## src/sv/tpc_pkg.sv

```systemverilog
// Shared types, codes and reset values of the traffic phase controller.
`default_nettype none

package tpc_pkg;

    typedef enum logic [3:0] {
        PH_NS_G = 4'd0,
        PH_NS_Y = 4'd1,
        PH_AR_1 = 4'd2,
        PH_EW_G = 4'd3,
        PH_EW_Y = 4'd4,
        PH_AR_2 = 4'd5,
        PH_WALK = 4'd6,
        PH_EM_G = 4'd7,
        PH_EM_Y = 4'd8,
        PH_HALT = 4'd9
    } phase_t;

    typedef enum logic [1:0] {
        PT_NONE  = 2'd0,
        PT_PED   = 2'd1,
        PT_EMERG = 2'd2
    } preempt_t;

    typedef enum logic [1:0] {
        LAMP_RED    = 2'd0,
        LAMP_YELLOW = 2'd1,
        LAMP_GREEN  = 2'd2
    } lamp_t;

    typedef enum logic [2:0] {
        REG_GREEN_BASE  = 3'd0,
        REG_GREEN_PER_V = 3'd1,
        REG_GREEN_MIN   = 3'd2,
        REG_GREEN_MAX   = 3'd3,
        REG_YELLOW      = 3'd4,
        REG_ALL_RED     = 3'd5,
        REG_WALK        = 3'd6,
        REG_EMERGENCY   = 3'd7
    } cfg_addr_t;

    typedef struct packed {
        logic [7:0] green_base;
        logic [3:0] green_per_vehicle;
        logic [7:0] green_min;
        logic [7:0] green_max;
        logic [7:0] yellow_time;
        logic [7:0] all_red_time;
        logic [7:0] walk_time;
        logic [7:0] emergency_time;
    } cfg_t;

    localparam cfg_t CFG_RESET = '{
        green_base:        8'd10,
        green_per_vehicle: 4'd2,
        green_min:         8'd5,
        green_max:         8'd60,
        yellow_time:       8'd3,
        all_red_time:      8'd2,
        walk_time:         8'd10,
        emergency_time:    8'd10
    };

    typedef struct packed {
        phase_t     phase;
        logic [7:0] timer;
        logic       ped_latched;
        logic       emerg_latched;
        logic [1:0] emerg_dir;
        logic       return_to_ns;
        preempt_t   preempt;
        logic       walk_flag;
        logic       emerg_flag;
        logic [1:0] served_dir;
    } state_t;

    localparam state_t STATE_RESET = '{
        phase:         PH_NS_G,
        timer:         8'd0,
        ped_latched:   1'b0,
        emerg_latched: 1'b0,
        emerg_dir:     2'd0,
        return_to_ns:  1'b0,
        preempt:       PT_NONE,
        walk_flag:     1'b0,
        emerg_flag:    1'b0,
        served_dir:    2'd0
    };

    // A zero duration still lasts one second.
    function automatic logic [7:0] at_least_one(input logic [7:0] v);
        return (v == 8'd0) ? 8'd1 : v;
    endfunction

    // Base time plus queued vehicles times per-vehicle time, clamped low then high.
    function automatic logic [7:0] green_len(input cfg_t cfg, input logic [7:0] a,
                                             input logic [7:0] b);
        logic [8:0]  sum;
        logic [13:0] t;
        sum = {1'b0, a} + {1'b0, b};
        t = {6'd0, cfg.green_base} + ({5'd0, sum} * {10'd0, cfg.green_per_vehicle});
        if (t < {6'd0, cfg.green_min}) begin
            t = {6'd0, cfg.green_min};
        end
        if (t > {6'd0, cfg.green_max}) begin
            t = {6'd0, cfg.green_max};
        end
        return at_least_one(t[7:0]);
    endfunction

endpackage

`default_nettype wire

```

## src/sv/traffic_phase_controller_unit.sv

```systemverilog
// Top level of the traffic phase controller: tick sequencer and result register.
`default_nettype none

// Four-way intersection phase sequencer, advanced by one tick beat per second.
// Input channel (s_*): each beat carries the pedestrian, emergency and stop
// requests plus the queue counts of the four approaches. Result channel (m_*):
// each accepted tick produces exactly one result beat with the four lamp
// colors, the phase code, the seconds left in the phase and status flags.
// Configuration channel (cfg_*): eight timing registers written by index; it is
// always ready and must only be written while no tick is in flight.
// Latency: the result of a tick is valid in the cycle after its acceptance.
// Throughput: one tick per clock cycle while the receiver keeps m_ready high, set by
// the combinational next-state logic between the phase state and the result register.
// Reset (aresetn low, synchronous): the timing registers return to defaults,
// the controller sits in NS green with its timer cleared so the first tick
// loads the green length, and the result register is emptied.
// Stalls: while the receiver holds m_ready low the result beat waits in the
// result register; s_ready drops until that beat is taken, so no tick is lost.
// A stop request halts the controller with all lamps red until the next reset.
module traffic_phase_controller_unit (
    input  wire logic       aclk,
    input  wire logic       aresetn,
    // configuration write channel
    input  wire logic       cfg_valid,
    output logic            cfg_ready,
    input  wire logic [2:0] cfg_index,
    input  wire logic [7:0] cfg_data,
    // tick input channel
    input  wire logic       s_valid,
    output logic            s_ready,
    input  wire logic       s_ped_request,
    input  wire logic       s_emerg_request,
    input  wire logic [1:0] s_emerg_direction,
    input  wire logic [7:0] s_count_north,
    input  wire logic [7:0] s_count_south,
    input  wire logic [7:0] s_count_east,
    input  wire logic [7:0] s_count_west,
    input  wire logic       s_stop_request,
    // result channel
    output logic            m_valid,
    input  wire logic       m_ready,
    output logic [1:0]      m_lamp_north,
    output logic [1:0]      m_lamp_south,
    output logic [1:0]      m_lamp_east,
    output logic [1:0]      m_lamp_west,
    output logic [3:0]      m_phase_code,
    output logic [7:0]      m_seconds_left,
    output logic            m_walk_active,
    output logic            m_emergency_active,
    output logic            m_ped_pending
);

    tpc_pkg::cfg_t   cfg_reg;
    tpc_pkg::state_t state_reg;
    tpc_pkg::state_t state_next;

    logic            m_valid_reg;
    logic [1:0]      lamp_reg [4];
    logic [1:0]      lamp_next [4];
    logic [3:0]      phase_code_reg;
    logic [7:0]      seconds_left_reg;
    logic            walk_active_reg;
    logic            emergency_active_reg;
    logic            ped_pending_reg;

    logic            tick_accept;

    // The result register can take a new beat when empty or when its beat
    // leaves in this same cycle.
    assign s_ready     = !m_valid_reg || m_ready;
    assign tick_accept = s_valid && s_ready;
    assign cfg_ready   = 1'b1;

    // Loads a phase and its duration, with the side effects that entering
    // that phase has on latches and flags.
    function automatic tpc_pkg::state_t enter_phase(
        input tpc_pkg::state_t s, input tpc_pkg::phase_t p, input tpc_pkg::cfg_t cfg,
        input logic [7:0] cn, input logic [7:0] cs, input logic [7:0] ce,
        input logic [7:0] cw);
        tpc_pkg::state_t r;
        r = s;
        unique case (p)
            tpc_pkg::PH_NS_G, tpc_pkg::PH_EW_G: begin
                r.walk_flag    = 1'b0;
                r.emerg_flag   = 1'b0;
                r.return_to_ns = 1'b0;
                if (r.emerg_latched || r.ped_latched) begin
                    // A pending request skips the green entirely.
                    r.preempt = r.emerg_latched ? tpc_pkg::PT_EMERG : tpc_pkg::PT_PED;
                    r.phase   = (p == tpc_pkg::PH_NS_G) ? tpc_pkg::PH_NS_Y
                                                        : tpc_pkg::PH_EW_Y;
                    r.timer   = tpc_pkg::at_least_one(cfg.yellow_time);
                end else begin
                    r.phase = p;
                    r.timer = (p == tpc_pkg::PH_NS_G) ? tpc_pkg::green_len(cfg, cn, cs)
                                                      : tpc_pkg::green_len(cfg, ce, cw);
                end
            end
            tpc_pkg::PH_NS_Y, tpc_pkg::PH_EW_Y, tpc_pkg::PH_EM_Y: begin
                r.phase = p;
                r.timer = tpc_pkg::at_least_one(cfg.yellow_time);
            end
            tpc_pkg::PH_WALK: begin
                r.phase       = p;
                r.ped_latched = 1'b0;
                r.preempt     = tpc_pkg::PT_NONE;
                r.walk_flag   = 1'b1;
                r.emerg_flag  = 1'b0;
                r.timer       = tpc_pkg::at_least_one(cfg.walk_time);
            end
            tpc_pkg::PH_EM_G: begin
                r.phase         = p;
                r.emerg_latched = 1'b0;
                r.served_dir    = r.emerg_dir;
                r.preempt       = tpc_pkg::PT_NONE;
                r.emerg_flag    = 1'b1;
                r.walk_flag     = 1'b0;
                r.timer         = tpc_pkg::at_least_one(cfg.emergency_time);
            end
            default: begin
                r.phase = (p == tpc_pkg::PH_AR_2) ? tpc_pkg::PH_AR_2 : tpc_pkg::PH_AR_1;
                r.timer = tpc_pkg::at_least_one(cfg.all_red_time);
            end
        endcase
        return r;
    endfunction

    // Next state for one tick: stop check, request latching, then phase logic.
    always_comb begin
        tpc_pkg::state_t s;
        tpc_pkg::phase_t p;
        tpc_pkg::phase_t yel;
        s   = state_reg;
        p   = state_reg.phase;
        yel = (p == tpc_pkg::PH_NS_G) ? tpc_pkg::PH_NS_Y : tpc_pkg::PH_EW_Y;
        if (p == tpc_pkg::PH_HALT || s_stop_request) begin
            s.phase         = tpc_pkg::PH_HALT;
            s.timer         = 8'd0;
            s.ped_latched   = 1'b0;
            s.emerg_latched = 1'b0;
            s.return_to_ns  = 1'b0;
            s.preempt       = tpc_pkg::PT_NONE;
            s.walk_flag     = 1'b0;
            s.emerg_flag    = 1'b0;
        end else begin
            // Requests are only heard during a green, walk or emergency green.
            if (p == tpc_pkg::PH_NS_G || p == tpc_pkg::PH_EW_G ||
                p == tpc_pkg::PH_WALK || p == tpc_pkg::PH_EM_G) begin
                if (s_ped_request && !s.ped_latched && !s.emerg_latched) begin
                    s.ped_latched = 1'b1;
                end
                if (s_emerg_request) begin
                    s.emerg_latched = 1'b1;
                    s.emerg_dir     = s_emerg_direction;
                end
            end
            unique case (p)
                tpc_pkg::PH_NS_G, tpc_pkg::PH_EW_G: begin
                    // The first tick after reset finds the timer empty.
                    if (s.timer == 8'd0 && !s.ped_latched && !s.emerg_latched) begin
                        s = enter_phase(s, p, cfg_reg, s_count_north, s_count_south,
                                        s_count_east, s_count_west);
                    end
                    if (s.ped_latched || s.emerg_latched) begin
                        s.preempt = s.emerg_latched ? tpc_pkg::PT_EMERG : tpc_pkg::PT_PED;
                        s = enter_phase(s, yel, cfg_reg, s_count_north, s_count_south,
                                        s_count_east, s_count_west);
                    end else begin
                        s.timer = (s.timer != 8'd0) ? s.timer - 8'd1 : 8'd0;
                        if (s.timer == 8'd0) begin
                            s = enter_phase(s, yel, cfg_reg, s_count_north, s_count_south,
                                            s_count_east, s_count_west);
                        end
                    end
                end
                tpc_pkg::PH_NS_Y, tpc_pkg::PH_EW_Y: begin
                    s.timer = (s.timer != 8'd0) ? s.timer - 8'd1 : 8'd0;
                    if (s.timer == 8'd0) begin
                        s = enter_phase(s, (p == tpc_pkg::PH_NS_Y) ? tpc_pkg::PH_AR_1
                                                                   : tpc_pkg::PH_AR_2,
                                        cfg_reg, s_count_north, s_count_south,
                                        s_count_east, s_count_west);
                    end
                end
                tpc_pkg::PH_AR_1, tpc_pkg::PH_AR_2: begin
                    s.timer = (s.timer != 8'd0) ? s.timer - 8'd1 : 8'd0;
                    if (s.timer == 8'd0) begin
                        priority if (s.preempt == tpc_pkg::PT_EMERG) begin
                            s = enter_phase(s, tpc_pkg::PH_EM_G, cfg_reg, s_count_north,
                                            s_count_south, s_count_east, s_count_west);
                        end else if (s.preempt == tpc_pkg::PT_PED) begin
                            s = enter_phase(s, tpc_pkg::PH_WALK, cfg_reg, s_count_north,
                                            s_count_south, s_count_east, s_count_west);
                        end else if (s.return_to_ns || p == tpc_pkg::PH_AR_2) begin
                            s = enter_phase(s, tpc_pkg::PH_NS_G, cfg_reg, s_count_north,
                                            s_count_south, s_count_east, s_count_west);
                        end else begin
                            s = enter_phase(s, tpc_pkg::PH_EW_G, cfg_reg, s_count_north,
                                            s_count_south, s_count_east, s_count_west);
                        end
                    end
                end
                tpc_pkg::PH_WALK: begin
                    if (s.emerg_latched) begin
                        // All lamps are already red, so emergency green starts at once.
                        s = enter_phase(s, tpc_pkg::PH_EM_G, cfg_reg, s_count_north,
                                        s_count_south, s_count_east, s_count_west);
                    end else begin
                        s.timer = (s.timer != 8'd0) ? s.timer - 8'd1 : 8'd0;
                        if (s.timer == 8'd0) begin
                            s.return_to_ns = 1'b1;
                            s = enter_phase(s, tpc_pkg::PH_AR_1, cfg_reg, s_count_north,
                                            s_count_south, s_count_east, s_count_west);
                        end
                    end
                end
                tpc_pkg::PH_EM_G: begin
                    s.timer = (s.timer != 8'd0) ? s.timer - 8'd1 : 8'd0;
                    if (s.timer == 8'd0) begin
                        s = enter_phase(s, tpc_pkg::PH_EM_Y, cfg_reg, s_count_north,
                                        s_count_south, s_count_east, s_count_west);
                    end
                end
                tpc_pkg::PH_EM_Y: begin
                    s.timer = (s.timer != 8'd0) ? s.timer - 8'd1 : 8'd0;
                    if (s.timer == 8'd0) begin
                        s.return_to_ns = 1'b1;
                        s = enter_phase(s, tpc_pkg::PH_AR_1, cfg_reg, s_count_north,
                                        s_count_south, s_count_east, s_count_west);
                    end
                end
                default: begin
                    // A corrupted phase code recovers through an all-red.
                    s = enter_phase(s, tpc_pkg::PH_AR_1, cfg_reg, s_count_north,
                                    s_count_south, s_count_east, s_count_west);
                end
            endcase
        end
        state_next = s;
    end

    // Lamp colors follow from the phase that the tick leaves behind.
    always_comb begin
        for (int i = 0; i < 4; i++) begin
            lamp_next[i] = tpc_pkg::LAMP_RED;
        end
        unique case (state_next.phase)
            tpc_pkg::PH_NS_G: begin
                lamp_next[0] = tpc_pkg::LAMP_GREEN;
                lamp_next[1] = tpc_pkg::LAMP_GREEN;
            end
            tpc_pkg::PH_NS_Y: begin
                lamp_next[0] = tpc_pkg::LAMP_YELLOW;
                lamp_next[1] = tpc_pkg::LAMP_YELLOW;
            end
            tpc_pkg::PH_EW_G: begin
                lamp_next[2] = tpc_pkg::LAMP_GREEN;
                lamp_next[3] = tpc_pkg::LAMP_GREEN;
            end
            tpc_pkg::PH_EW_Y: begin
                lamp_next[2] = tpc_pkg::LAMP_YELLOW;
                lamp_next[3] = tpc_pkg::LAMP_YELLOW;
            end
            tpc_pkg::PH_EM_G: begin
                lamp_next[state_next.served_dir] = tpc_pkg::LAMP_GREEN;
            end
            tpc_pkg::PH_EM_Y: begin
                lamp_next[state_next.served_dir] = tpc_pkg::LAMP_YELLOW;
            end
            default: begin
            end
        endcase
    end

    // Timing registers.
    always_ff @(posedge aclk) begin
        if (!aresetn) begin
            cfg_reg <= tpc_pkg::CFG_RESET;
        end else if (cfg_valid && cfg_ready) begin
            unique case (tpc_pkg::cfg_addr_t'(cfg_index))
                tpc_pkg::REG_GREEN_BASE:  cfg_reg.green_base        <= cfg_data;
                tpc_pkg::REG_GREEN_PER_V: cfg_reg.green_per_vehicle <= cfg_data[3:0];
                tpc_pkg::REG_GREEN_MIN:   cfg_reg.green_min         <= cfg_data;
                tpc_pkg::REG_GREEN_MAX:   cfg_reg.green_max         <= cfg_data;
                tpc_pkg::REG_YELLOW:      cfg_reg.yellow_time       <= cfg_data;
                tpc_pkg::REG_ALL_RED:     cfg_reg.all_red_time      <= cfg_data;
                tpc_pkg::REG_WALK:        cfg_reg.walk_time         <= cfg_data;
                tpc_pkg::REG_EMERGENCY:   cfg_reg.emergency_time    <= cfg_data;
            endcase
        end
    end

    // Phase state and the result register; the payload is loaded with the
    // beat that it belongs to.
    always_ff @(posedge aclk) begin
        if (!aresetn) begin
            state_reg   <= tpc_pkg::STATE_RESET;
            m_valid_reg <= 1'b0;
        end else begin
            if (tick_accept) begin
                state_reg   <= state_next;
                m_valid_reg <= 1'b1;
                for (int i = 0; i < 4; i++) begin
                    lamp_reg[i] <= lamp_next[i];
                end
                phase_code_reg       <= state_next.phase;
                seconds_left_reg     <= state_next.timer;
                walk_active_reg      <= state_next.walk_flag;
                emergency_active_reg <= state_next.emerg_flag;
                ped_pending_reg      <= state_next.ped_latched;
            end else if (m_ready) begin
                m_valid_reg <= 1'b0;
            end
        end
    end

    assign m_valid            = m_valid_reg;
    assign m_lamp_north       = lamp_reg[0];
    assign m_lamp_south       = lamp_reg[1];
    assign m_lamp_east        = lamp_reg[2];
    assign m_lamp_west        = lamp_reg[3];
    assign m_phase_code       = phase_code_reg;
    assign m_seconds_left     = seconds_left_reg;
    assign m_walk_active      = walk_active_reg;
    assign m_emergency_active = emergency_active_reg;
    assign m_ped_pending      = ped_pending_reg;

`ifndef SYNTHESIS
    // Once halted, the controller stays halted until reset.
    a_halt_sticks: assert property (@(posedge aclk) disable iff (!aresetn)
        state_reg.phase == tpc_pkg::PH_HALT |=> state_reg.phase == tpc_pkg::PH_HALT)
        else $error("controller left the halted phase");

    // Crossing directions are never released at the same time.
    a_no_conflict: assert property (@(posedge aclk) disable iff (!aresetn)
        m_valid_reg |-> !((lamp_reg[0] != tpc_pkg::LAMP_RED ||
                           lamp_reg[1] != tpc_pkg::LAMP_RED) &&
                          (lamp_reg[2] != tpc_pkg::LAMP_RED ||
                           lamp_reg[3] != tpc_pkg::LAMP_RED)))
        else $error("conflicting approaches shown non-red together");

    // A tick that does not halt always leaves a loaded phase timer.
    a_timer_loaded: assert property (@(posedge aclk) disable iff (!aresetn)
        tick_accept && !s_stop_request && state_reg.phase != tpc_pkg::PH_HALT
        |=> state_reg.timer != 8'd0)
        else $error("phase timer left empty after a tick");

    // Walk and emergency service never overlap.
    a_flags_exclusive: assert property (@(posedge aclk) disable iff (!aresetn)
        !(state_reg.walk_flag && state_reg.emerg_flag))
        else $error("walk and emergency flags both set");

    // The halted result shows every lamp red and no time left.
    a_halt_all_red: assert property (@(posedge aclk) disable iff (!aresetn)
        m_valid_reg && phase_code_reg == tpc_pkg::PH_HALT
        |-> lamp_reg[0] == tpc_pkg::LAMP_RED && lamp_reg[1] == tpc_pkg::LAMP_RED &&
            lamp_reg[2] == tpc_pkg::LAMP_RED && lamp_reg[3] == tpc_pkg::LAMP_RED &&
            seconds_left_reg == 8'd0)
        else $error("halted result is not all red");
`endif

endmodule

`default_nettype wire

```

## config.mk

```make
export PLATFORM = sky130hd
export DESIGN_NAME = traffic_phase_controller_unit
export DESIGN_NICKNAME = d
export VERILOG_FILES = /design/src/sv/tpc_pkg.sv /design/src/sv/traffic_phase_controller_unit.sv
export SDC_FILE = /design/constraint.sdc
export NUM_CORES = 1
export LEC_CHECK = 0
export BUFFER_PORTS_ARGS = -buffer_cell sky130_fd_sc_hd__buf_2
export CAP_MARGIN = 20
export CORE_ASPECT_RATIO = 1.2
export CORE_MARGIN = 2
export CORE_UTILIZATION = 60
export CTS_CLUSTER_DIAMETER = 30
export DETAILED_ROUTE_END_ITERATION = 6
export PLACE_DENSITY_LB_ADDON = 0.25
export SYNTH_ARGS = -nofsm -noshare
export SYNTH_HDL_FRONTEND = slang
export SYNTH_SLANG_ARGS = --single-unit
```

## constraint.sdc

```tcl
create_clock -name aclk -period 22.4 [get_ports aclk]
set_input_delay 1.12 -clock aclk [delete_from_list [all_inputs] [get_ports aclk]]
set_output_delay 1.12 -clock aclk [all_outputs]
set_load 0.01 [all_outputs]
```

==> results of run 1 <==
[per-stage QoR]
| step | power [mW] | hold slack [ns] | util | instance area (um2) |
|---|---|---|---|---|
| final | 1.21 | 0.473 | 0.658 | 12000 |
| after global routing | 1.29 | 0.499 | 0.658 | 12000 |
| after CTS | 1.19 | 0.475 | 0.658 | 12000 |
| after detailed placement | 1.03 | 0.464 | 0.641 | 11700 |
| after global placement | 1.02 | 0.450 | 0.641 | 11700 |
| after floorplan | 0.830 | 0.440 | - | 11200 |
[layer usage]
layer / global-route usage / routed length (um) / up-vias
li1: - / - / 5180
met1: 0.373 / 12400 / 5116
met2: 0.611 / 17100 / 449
met3: 0.0449 / 1730 / 170
met4: 0.239 / 2740 / 0
met5: 0 / 0 / -
[worst max-delay path by stage]
stage / from / to / slack [ns] / cells past startpoint
after floorplan: s_count_east[0] / lamp_reg[0][0] / 11.34 / 47
after global placement: s_count_east[0] / lamp_reg[1][0] / 10.47 / 43
after detailed placement: s_count_east[0] / lamp_reg[1][0] / 10.21 / 43
after CTS: s_count_east[0] / lamp_reg[1][0] / 10.56 / 43
after global routing: s_count_east[0] / lamp_reg[1][0] / 9.65 / 43
final: s_count_east[0] / lamp_reg[0][0] / 10.42 / 43
[synth_stat cells (all sizes together) (4+ instances only)]
cell       n  area (um2)
a221oi     8        82.6
o31ai      9        67.6
a41oi      4        53.8
nand2b    23         144
nand3     46         230
a211o      6        52.6
clkbuf    57         216
a21oi     94         474
o2111ai    8        70.1
a22oi      8        60.1
mux2       7        78.8
ha       101        1260
o21ai     74         374
a2111oi    5        75.1
nor2b     22         138
or3        9        61.3
a211oi    17         138
o21bai     7        52.6
edfxtp    23         691
nor2      96         370
or4        7        52.6
a2111o     4        45.0
buf        6        42.5
inv      113         424
a21boi    50         375
nor3      25         141
o22ai      8        50.1
or2        6        37.5
dfxtp     84        1680
nand2    221         835
a21o      12        90.1
xor2      14         123
and2      63         397
and3       4        25.0
mux2i     23         230
o211a      4        40.0
o21a      11        82.6
a31oi     12        75.1
o221ai     6        52.6
fa        44         881
xnor2     17         149
nand4      5        31.3
nor4       9        56.3
o211ai    24         180
[logic make-up (layout without fill, tap and decap cells)]
logic type	count (synthesis)	count (layout)	share of synthesized area
and+or+nand+nor	551	551	0.236
other	1	1	0.000334
adders and majority gates	145	145	0.191
AOI/OAI and AO/OA	403	403	0.249
DFF	107	107	0.211
muxes	30	30	0.0275
xor gates and xnor gates	31	31	0.0242
buffers and inverters	176	213	0.0608
[area by class of cell]
cell class / instances / area, um2
Multi-Input combinational cell: 1161 / 8180
Fill cell: 1574 / 6250
Sequential cell: 107 / 2370
Timing Repair Buffer: 84 / 438
Inverter: 113 / 424
Tap cell: 224 / 280
Clock buffer: 10 / 239
Clock inverter: 6 / 63.8
[critical path: cells and delay by family]
family	cells	cell delay, ns
AO/OA/AOI/OAI	13	3.13
XOR/XNOR	2	0.58
adder cells (fa/ha/maj)	9	3.06
buffers and inverters	7	0.49
multiplexers	1	0.39
AND/OR/NAND/NOR	11	3.30
[power by group]
part           leakage [nW]  internal, mW  total [mW]  switching, mW
Clock                 0.146        0.0817       0.161         0.0796
Sequential            0.902         0.214       0.231         0.0171
Combinational          4.09         0.291       0.818          0.527
Total                  5.14         0.587        1.21          0.624
==> results list, run 1 <==
- Status: finished, final reports clean
- Setup TNS Final: 0 ns
- Deepest clock path buffer count: 2
- Of the cells placed in the final design, the portion with a size suffix greater than 1 is 0.0925.
* Hpwl dp: 27100 um
- Total instance count after detailed placement: between 1500 and 2000
* Antenna-violating nets left: 0
- Dividing the detail-routed wire length by the instance count gives 19.9 um.
* CP peak stage delay: between 0.6 and 0.7 ns
- Setup slack on the worst flop-to-flop path: between 10 and 15 ns
* Aggregate routed wire length: 33900 um
* Count of hold-fix buffers inserted at cts: 0
- Post-detailed-route DRC marker count: 0
- Setup violations remaining at the end of the flow were counted as 0.
* Area added between synthesis and finish: 6.78%
- Vertical die dimension: 154 um
* Static leakage: 5.14 nW
- FP Rows: 54
- The worst hold path begins at state_reg[3].
- After clock tree synthesis, the clock-pin slew on the worst setup and hold paths is 0.08 ns.
- Launching element type of the critical path: input pin
- The repair_antennas step left the layout with diodes totalling 0.
- Synthesized area divided by synthesized cell count: 7.78 um2
* Critical Path Slowest Stage Cell: or4_1
- Post-synth EDFFs: 23
* Signal arrival time at the worst endpoint: 12.09 ns
- Along the worst path, the maximum fanout reaches 14.
* Worst-margin pin slew: 1.02 ns
* Time the worst path needs with I/O delays and setup: 11.98 ns
* Clock tree sinks: 107
- In this run, synthesis produced a sequential element count of between 100 and 150.
- The detailed router finished its first iteration with 869 violations.
- Pin count of the biggest net entering global routing: 85
- Initial antenna violation count: 0
- Across the run, the number of max-cap violations was 0.
* Resized Gates After CTS: 0
* CP Class: in -> reg
- Highest Clock Rate: 0.0834 GHz
- In the routed layout, each cell is associated on average with a via count of 6.40.
- The number of global-route vias before repair came to 10618.
- Clock tree synthesis selected as its root buffer the cell clkbuf_16.
- Count of mapped cells out of synthesis: 1444
- The first global-routing pass estimated approximately 54000 um of wire.
* Slew Limit Fails: 0
- In this run the cell area of the synthesized design comes to 11200 um2.
- At the later pin of the worst-skew pair, clock insertion delay measures 0.36 ns.
- The share of the Yosys chip area taken by registers is 0.211.
- Share of the cycle needed by the critical path after routing: 0.535
* Final non-filler cell total: 1705
- The initial utilization of the core area, before any placement, comes to 0.616.
- YS warnings: 0
- Synthesis produced a netlist with a net count of 1642.
* GPL Wtd Cong: 1.08
- Worst relative slew slack: 0.313
- TritonCTS built the clock tree.
* X dimension of the die: approximately 130 um
* Overflow after GRT: 0
- Core ar.: 18200 um2
- 79 I/O pins were placed.
* Worst clock skew: 0.0128 ns
- The floorplan step defined a die boundary enclosing a little under 20000 um2.
- Vias: 10915
- Class of the tightest hold or removal check: reg -> reg
- Port bufs: 77
* Most used flip-flop cell after synthesis: dfxtp_1
* Endpoint with the worst hold slack: state_reg[3]
- In this run the number of H-tree levels came out at 3.
* Setup ws final: 10.42 ns
- Hold Vio Cnt, Final: 0
* Number of cells on the worst hold path: 2
- Leaving out fill and tap cells, the most frequent cell in the layout is nand2_1.
- The register with the most flip-flops in the layout has 60 of them.
- Number of library cell types mapped by synthesis: 98
- WP data required: ~23 ns
- The worst register-to-register path begins at cfg_reg[50].
* Number of clock buffers inserted by TritonCTS: 9
- 1st-pass router iterations: 6
* Endpoint of the worst register-to-register path: lamp_reg[0][0]
- Prior to clock tree synthesis, the placed netlist has a worst setup slack of 10.21 ns.
- Post CTS Setup Buffer Count: 0
* Power per cell area: 101 nW/um2
* Global-route total usage across every layer: 0.344
- IR analysis of the VDD net gives a maximum drop of between 50 and 60 uV.
- In the synthesized netlist the async set-or-reset flop fraction comes to 0.
- In the layout the commonest cells are nand2_1 (219), inv_1 (112), ha_1 (101).
- After the last flow step, the layout net total stands at 1674.
- Worst reg2reg path depth: 35
* Nature of the critical path endpoint: flip-flop
- Unrepaired setup endpoints after global routing: false
Power figures use the tool's default switching activity.
==> run 2: changes to the inputs <==
--- a/config.mk
+++ b/config.mk
@@ -5,6 +5,7 @@
 export SDC_FILE = /design/constraint.sdc
 export NUM_CORES = 1
 export LEC_CHECK = 0
+export ABC_AREA = 1
 export BUFFER_PORTS_ARGS = -buffer_cell sky130_fd_sc_hd__buf_2
 export CAP_MARGIN = 20
 export CORE_ASPECT_RATIO = 1.2
==> constraint.sdc (replaced) <==
create_clock -name aclk -period 11.8 [get_ports aclk]
set_input_delay 0.59 -clock aclk [delete_from_list [all_inputs] [get_ports aclk]]
set_output_delay 0.59 -clock aclk [all_outputs]
set_load 0.01 [all_outputs]
==> run 2 against run 1 <==
Largest cell class unchanged. First-iteration DRC count rose by 0.81%. Highest routed layer unchanged. Sequential share of layout area rose by 0.13 points. Clock skew rose by 0.0018 ns.
==> results list, run 2 <==
- The largest total area in the synthesized netlist belongs to dfxtp_1.
- Buffers inserted to repair hold after CTS numbered 0.
* Total instance count after detailed placement: 1912
- For the final routed database, the setup TNS stands at 0 ns.
- The final hold violation count was 0.
* Sequential group share of total power: 0.200
- Dividing the detail-routed wire length by the instance count gives 17.6 um.
* CTS clk-pin slew, worst paths: 0.07 ns
- 1st-pass router iterations: 5
- The final layout contains routed wiring with a total length of 33900 um.
- Vertical die dimension: 153 um
- In this run the worst path has a maximum fanout of 10.
- Derived from the worst setup path, the maximum achievable clock frequency is 0.100 GHz.
- CP delay by family, top: adder cells
* Post-detailed-route DRC marker count: 0
* Commonest non-fill, non-tap cell in the layout: nand2_1
- STA classifies the critical path startpoint as an input pin.
* Number of top-level pins: 79
- Share of Yosys cell area claimed by the top area cell type: 0.152
- The share of total power dissipated in the clock network is 0.141.
- The number of global-route vias before repair came to between 10000 and 15000.
* WP data required: ~12 ns
- Vias: between 10000 and 15000
- The share of the Yosys chip area taken by registers is 0.215.
- H-tree Lvls: 3
* Beginning of the critical path: s_count_east[0]
- Worst-margin pin slew: between 1 and 1.5 ns
- Seq. cell area: 2370 um2
- Endpoint of the worst setup timing path: lamp_reg[0][1]
- Of all flip-flops after synthesis, the portion carrying an async set or reset was 0.
* Share of the cycle needed by the critical path after routing: 0.846
- The analysis attributes to cell leakage a power of 6.12 nW.
- Row generation in the floorplan step produced between 50 and 60 rows.
- After the last flow step, the layout net total stands at 1897.
- Switching power share of the total: 0.524
- Overflow after GRT: 0
- The synthesized netlist occupies a cell area of around 11000 um2.
- For this block, the initial DRC count from the detailed router was 876.
- The flow ran to the end, and the final reports show no timing, DRC or antenna violations.
- Number of clock buffers inserted by TritonCTS: 9
* Diodes inserted: 0
* Power per cell area: about 170 nW/um2
* Clock tree sinks: 107
- TritonCTS clock tree: yes
- The congestion estimate from routability-driven global placement came to 1.00.
- Total nets after synthesis: 1834
* Most used flip-flop cell after synthesis: dfxtp_1
* Initial standard-cell utilization of the core: 0.611
* CP peak stage delay: 0.54 ns
- Slew Limit Fails: 0
- Most area-consuming cells after synthesis: dfxtp_1 (15%), ha_1 (11%), nand2_1 (11%)
- Footprint of the multi-input gates: 7480 um2
* Top cell types by occurrence after synthesis: nand2_1 (331), inv_1 (272), nor2_1 (186)
- The initial antenna violation count came to 0.
* Combinational group share of total power: 0.659
- IR analysis of the VDD net gives a maximum drop of between 100 and 150 uV.
* Worst clock skew: 0.0146 ns
- The top cell types in the final layout, fill and taps aside, are nand2_1 (331), inv_1 (272), nor2_1 (185).
- X dimension of the die: 128 um
- Die area: 19500 um2
* CP Class: in -> reg
- The first global-routing pass estimated 54400 um of wire.
* Worst reg2reg path startpoint: cfg_reg[50]
- Fill cells in the final layout number 1672.
- Number of library cell types mapped by synthesis: 60
- Global-route total usage across every layer: 0.351
- The tool flagged a number of max-cap violations equal to 0.
- Using the TritonRoute via totals, the vias-per-cell ratio works out to around 6.
* Switching power total: 1.09 mW
* Worst reg2reg path depth: 51
* Synthesized area divided by synthesized cell count: between 6 and 7 um2
- The cell that appears most often on the critical path is nand2_1.
* YS warnings: 0
* Time the worst path needs with I/O delays and setup: 9.98 ns
- The number of buffers and inverters on the critical path is 8.
- In this run the clock root is driven by a clkbuf_16.
* Nature of the critical path endpoint: flip-flop
- Port bufs: 77
* Count of mapped cells out of synthesis: 1636
* Class of the tightest hold or removal check: reg -> reg
- Entering global routing, the biggest net connects 64 pins.
- Hpwl dp: 27800 um
* Post CTS Setup Buffer Count: 0
- The worst register-to-register path has a setup slack of 2.48 ns.
- Number of failing setup endpoints in the final timing report: 0
- Later-pin clock latency in the skew report: between 0.3 and 0.4 ns
- The internal power of the cells totals between 0.9 and 1 mW.
- Post-CTS repair changed the size of 0 cells.
* Crit path depth: 56
- The register with the most flip-flops in the layout has 60 of them.
* Post-synth EDFFs: 23
- Endpoint of the worst register-to-register path: lamp_reg[0][1]
* Deepest clock path buffer count: 2
- Signal arrival time at the worst endpoint: 10.10 ns
- Number of storage elements in the synthesis netlist: 107
- Critical Path Slowest Stage Cell: fa_1
- In this run the tightest slew margin relative to its limit is 0.269.
- Once layout is complete, the cells apart from fillers number 1928.
- The count of nets left with antenna violations once routing finished came out at 0.
- Unrepaired setup endpoints after global routing: false
* Area added between synthesis and finish: 7.75%
- Most common cell in the netlist: nand2_1
- Fraction of final layout cells sized beyond drive strength 1: 0.0974
- The floorplan step defined a core boundary enclosing 18100 um2.
run 2: cell count changes in the layout (fill, tap and decap cells not counted), moves of 22 or more:
cell      previous run  this run
nand4_1              5        32
nand3_1             46       112
nor2b_1             22         0
nor2_1              94       185
inv_1              112       272
o21ai_0             67       105
and2_1              62         8
nand2_1            219       331
nand2b_1            23         0
a21boi_0            49         1
mux2i_1             23         0
run 2: metrics by stage:
| stage | setup WS [ns] | cell area (um2) | util | power (mW) | hold slack (ns) |
|---|---|---|---|---|---|
| final | 1.82 | 11900 | 0.658 | 2.08 | 0.469 |
| after global routing | 1.06 | 11900 | 0.658 | 2.26 | 0.512 |
| after CTS | 1.98 | 11900 | 0.658 | 2.06 | 0.471 |
| after detailed placement | 1.63 | 11600 | 0.643 | 1.77 | 0.452 |
| after global placement | 1.95 | 11600 | 0.643 | 1.76 | 0.446 |
| after floorplan | 2.88 | 11100 | - | 1.43 | 0.429 |
run 2: kinds of logic after synthesis:
kind of cell / synth area share
buffers and inverters: 0.110
flip-flops: 0.215
AND/OR/NAND/NOR: 0.306
other: 0.000339
AO/OA/AOI/OAI: 0.156
XOR/XNOR: 0.0198
adder cells (fa/ha/maj): 0.194
run 2: how the worst min path moves through the flow:
stage | from | endpoint | slack (ns) | cells past startpoint
after floorplan | state_reg[0] | state_reg[0] | 0.43 | 2
after global placement | cfg_reg[24] | cfg_reg[24] | 0.45 | 2
after detailed placement | state_reg[0] | state_reg[0] | 0.45 | 2
after CTS | state_reg[0] | state_reg[0] | 0.47 | 2
after global routing | state_reg[0] | state_reg[0] | 0.51 | 2
final | state_reg[0] | state_reg[0] | 0.47 | 2
run 2: power groups by stage:
stage,clock network (mW),registers [mW],logic (mW)
after global placement,0,0.423,1.33
after detailed placement,0,0.424,1.34
after CTS,0.294,0.415,1.35
after global routing,0.310,0.418,1.53
final,0.294,0.416,1.37
after floorplan,0,0.421,1.01
run 2: cell type report:
class,count,area share
Inverter,290,0.0916
Sequential cell,107,0.199
Tap cell,224,0.0235
Timing Repair Buffer,81,0.0349
Multi-Input combinational cell,1210,0.628
Clock buffer,11,0.0204
Clock inverter,5,0.00305
run 2: metal layers:
layer | wire length [um] | GRT usage
met1 | 13300 | 0.411
met2 | 17000 | 0.627
met3 | 1760 | 0.0404
met4 | 1830 | 0.180
met5 | 0 | 0
run 2: worst min-delay path, delay by kind of cell, from the launching register on:
kind,cells,cell delay (ns)
compound gates,1,0.06
simple gates,1,0.05
flops,1,0.33
